`src/sv/byte_stack_machine_execute_unit_defines.svh`:
```
// Assertion macros for the byte stack machine execute unit.
`ifndef BYTE_STACK_MACHINE_EXECUTE_UNIT_DEFINES_SVH
`define BYTE_STACK_MACHINE_EXECUTE_UNIT_DEFINES_SVH

`ifndef ASSERT_OFF
`define BSM_ASSERT_ALWAYS(lbl, expr, msg) \
  lbl: assert property (@(posedge clk) disable iff (!rst_n) (expr)) else $error(msg);
`define BSM_ASSERT_NEXT(lbl, ante, cons, msg) \
  lbl: assert property (@(posedge clk) disable iff (!rst_n) (ante) |=> (cons)) else $error(msg);
`else
`define BSM_ASSERT_ALWAYS(lbl, expr, msg)
`define BSM_ASSERT_NEXT(lbl, ante, cons, msg)
`endif

`endif

```
`src/sv/bsm_ram.sv`:
```
// Generic single-write, single-read RAM with registered read data.
module bsm_ram #(
  parameter int WIDTH = 8,
  parameter int DEPTH = 16,
  localparam int AW = $clog2(DEPTH)
) (
  input  logic             clk,
  input  logic             we,
  input  logic [AW-1:0]    waddr,
  input  logic [WIDTH-1:0] wdata,
  input  logic [AW-1:0]    raddr,
  output logic [WIDTH-1:0] rdata
);

  logic [WIDTH-1:0] mem [DEPTH];
  logic [WIDTH-1:0] rdata_r;

  always_ff @(posedge clk) begin
    if (we) begin
      mem[waddr] <= wdata;
    end
    rdata_r <= mem[raddr];
  end

  assign rdata = rdata_r;

endmodule

```
`config.mk`:
```
export PLATFORM = sky130hd
export DESIGN_NAME = bsm_ram
export DESIGN_NICKNAME = d
export VERILOG_FILES = /design/src/sv/byte_stack_machine_execute_unit_defines.svh /design/src/sv/bsm_ram.sv
export SDC_FILE = /design/constraint.sdc
export NUM_CORES = 1
export LEC_CHECK = 0
export ABC_AREA = 1
export BUFFER_PORTS_ARGS = -buffer_cell sky130_fd_sc_hd__buf_2
export CORE_MARGIN = 2
export CORE_UTILIZATION = 40
export DETAILED_ROUTE_END_ITERATION = 10
export SYNTH_ARGS = -nofsm -noshare
export SYNTH_HDL_FRONTEND = slang
export SYNTH_SLANG_ARGS = --single-unit
```
`constraint.sdc`:
```
create_clock -name clk -period 1.6 [get_ports clk]
set_input_delay 0.32 -clock clk [delete_from_list [all_inputs] [get_ports clk]]
set_output_delay 0.32 -clock clk [all_outputs]
set_load 0.02 [all_outputs]
```
==> results by group <==
STA
  • FMAX: 0.766 GHz
  • Final period util: 81.6%
  • Final hold vios: 0
  • Worst slew margin: 74.6%
  • RSZ-0062 raised after global routing: no
  • Actual slew at the worst max-slew pin: 381 ps
  • Final Max Slew Viols: 0
  • Aggregate negative setup slack: 0 ps
  • Final setup vio count: 0
  • Final Skew: 5.59 ps
  • Hold_ws: 309 ps
  • Final min period: 1300 ps

Die
  • Io pins: 26
  • Initial Utilization: 41.2%
  • Die Y: 124 um
  • Total core area: 14000 um2
  • Chip width: 124 um
  • Die ar.: approximately 15000 um2
  • Row count: 43

Yosys
  • Post-Syn Nets: between 500 and 600
  • Synth top area share: ~67%
  • Cell Area, Synth: 5770 um2
  • FF+latch count, synth: 136
  • Yosys cell types: 12
  • Main area contributors after synthesis: edfxtp_1, nand2_1, nand3_1, inv_1, dfxtp_1
  • Cell accounting for the most synthesized area: edfxtp_1
  • Cells after synthesis: 551
  • Syn. warnings: 0
  • Avg Cell Area, Syn: 10.5 um2
  • Post-synthesis sequential area ratio: slightly below 70%

Clock tree
  • Longest Clk Path Bufs: 2
  • CTS sink count: roughly 140
  • Post-CTS sizing: 0
  • Num CTS Buffers: 17
  • H-Tree Depth: 4
  • CTS clk-pin slew, worst paths: approximately 50 ps
  • Post-CTS setup buffer count: 0
  • CTS tree: done
  • Clk root buf: clkbuf_16
  • Later-pin clock latency in the skew report: 410 ps
  • Cts hold-fix bufs: 0

Pwr
  • P_int: 6.38 mW
  • P_sw: about 1.8 mW
  • Clock share of power: 44.3%
  • Part of the power in combinational logic: 6.4%
  • Sw Ratio: 21.6%
  • Leak: 2.93 nW
  • Peak supply drop: 0.736 mV
  • Sequential share of power: between 40% and 50%
  • PwrDens: 1210 nW/um2

Global route
  • Largest net degree at the start of global routing: 65
  • Initial antenna violation count: 0
  • GR Overflow Total: 0
  • Global-route wire length before repair: 19700 um
  • Vias in the first global route: 3575
  • Total global routing track utilization: roughly 18%

Routing
  • DR pass1 iterations: 5
  • Initial DRC Count: 350
  • Via density per instance: 4.74
  • Antenna viol nets, final: 0
  • DRC viols: 0
  • DRT Wirelength: 12400 um
  • WL per Instance: 15.8 um
  • Routed vias: 3736

Min path
  • Hold depth: 1
  • Path category of the worst min-delay check: in2reg
  • End of the worst hold path: mem[10][4]
  • Startpoint of the worst hold path: wdata[4]

Run
  • Max cap viols: 0

Cells and area
  • Final Net Count: 614
  • Share of layout cells above drive strength 1: 12.8%
  • Layout area overhead: 16.7%
  • Final core occ: 48.1%
  • Finished Layout Cells: roughly 790
  • Antenna Cells: 0

Setup path
  • Reg2reg start: mem[9][5]
  • Reg2reg end: rdata[5]
  • Sequence of cells on the critical path: buf_2
  • Crit-path max FO: 1
  • Critical setup path kind: reg2out
  • Crit-path max cell delay: about 380 ps
  • CP delay by family, top: flip-flops
  • Buf/Inv on CP: 1
  • Critical Path End Type: primary output
  • Crit path arrival time: approximately 1000 ps
  • Worst reg-to-reg setup slack: slightly below 600 ps
  • Crit path launch type: flop
  • Slowest cell on crit path: dfxtp_1
  • WP data required: 1280 ps
  • FF-to-FF path depth: 6

Place
  • Port bufs: 25
  • DPL Wire Length: 7920 um
  • Dpl cells: 757
  • Placer congestion estimate: 0.802

Status
  • Outcome: complete, no violations
## state kept, by name, summed over array words and instances (netlist names)
signal,count
mem,128
rdata,8
## cell usage in the layout, fill, tap and decap left out
cell type     n
buf_12        4
buf_2        25
buf_4        21
bufinv_16     2
clkbuf_1      1
clkbuf_16    17
clkinv_1      4
clkinv_2      6
clkinvlp_4    1
dfxtp_1       8
edfxtp_1    128
inv_1       100
inv_2         2
nand2_1     173
nand3_1      97
nand3b_1      2
nor2_1       17
## final cells by class
cell class	count	area, um2
timing repair buffer	50	363
clock buffer	18	429
inverter	102	383
sequential	136	4000
fill	1277	7260
clock inverter	13	113
multi-input combinational	289	1210
tap	180	225
## worst max path at each step
stage | endpoint | slack, ps | from | cells past startpoint
after floorplan | mem[10][0] | 330 | waddr[2] | 2
final | rdata[2] | 300 | rdata[2] | 1
after global routing | rdata[2] | 260 | rdata[2] | 1
after global placement | rdata[2] | 160 | raddr[1] | 7
after CTS | rdata[5] | 270 | rdata[5] | 1
after detailed placement | rdata[7] | 160 | raddr[1] | 7
## kinds of logic (layout without fill, tap and decap cells)
group / after synthesis / count (layout) / synth area share, %
buffers and inverters: 126 / 183 / 9.52
DFF: 136 / 136 / 69.4
and+or+nand+nor: 289 / 289 / 21.0
## per-stage QoR
stage | power (mW) | cell area, um2 | setup WS (ps)
floorplan | 4.39 | 5770 | 329
global placement | 4.60 | 6190 | 157
detailed placement | 4.61 | 6190 | 163
CTS | 8.19 | 6730 | 270
global route | 8.41 | 6730 | 257
finish | 8.14 | 6730 | 295
## cells in the mapped netlist (all sizes together)
library cell  count
nor2             17
dfxtp             8
inv             102
nand3b            2
edfxtp          128
buf              24
nand2           173
nand3            97
## power by group through the flow
stage,combinational [mW],clock (mW),sequential (mW)
after floorplan,0.281,0,4.11
after global placement,0.520,0,4.08
after detailed placement,0.522,0,4.09
after CTS,0.524,3.65,4.01
after global routing,0.580,3.81,4.02
final,0.517,3.61,4.01
## per-layer routing
metal	part of all wire, %	vias up	global-route usage (%)
li1	-	1860	-
met1	43	1730	24.1
met2	46	116	26.8
met3	6.4	30	4.21
met4	4.2	0	11.2
met5	0	-	0
Power figures use the tool's default switching activity.
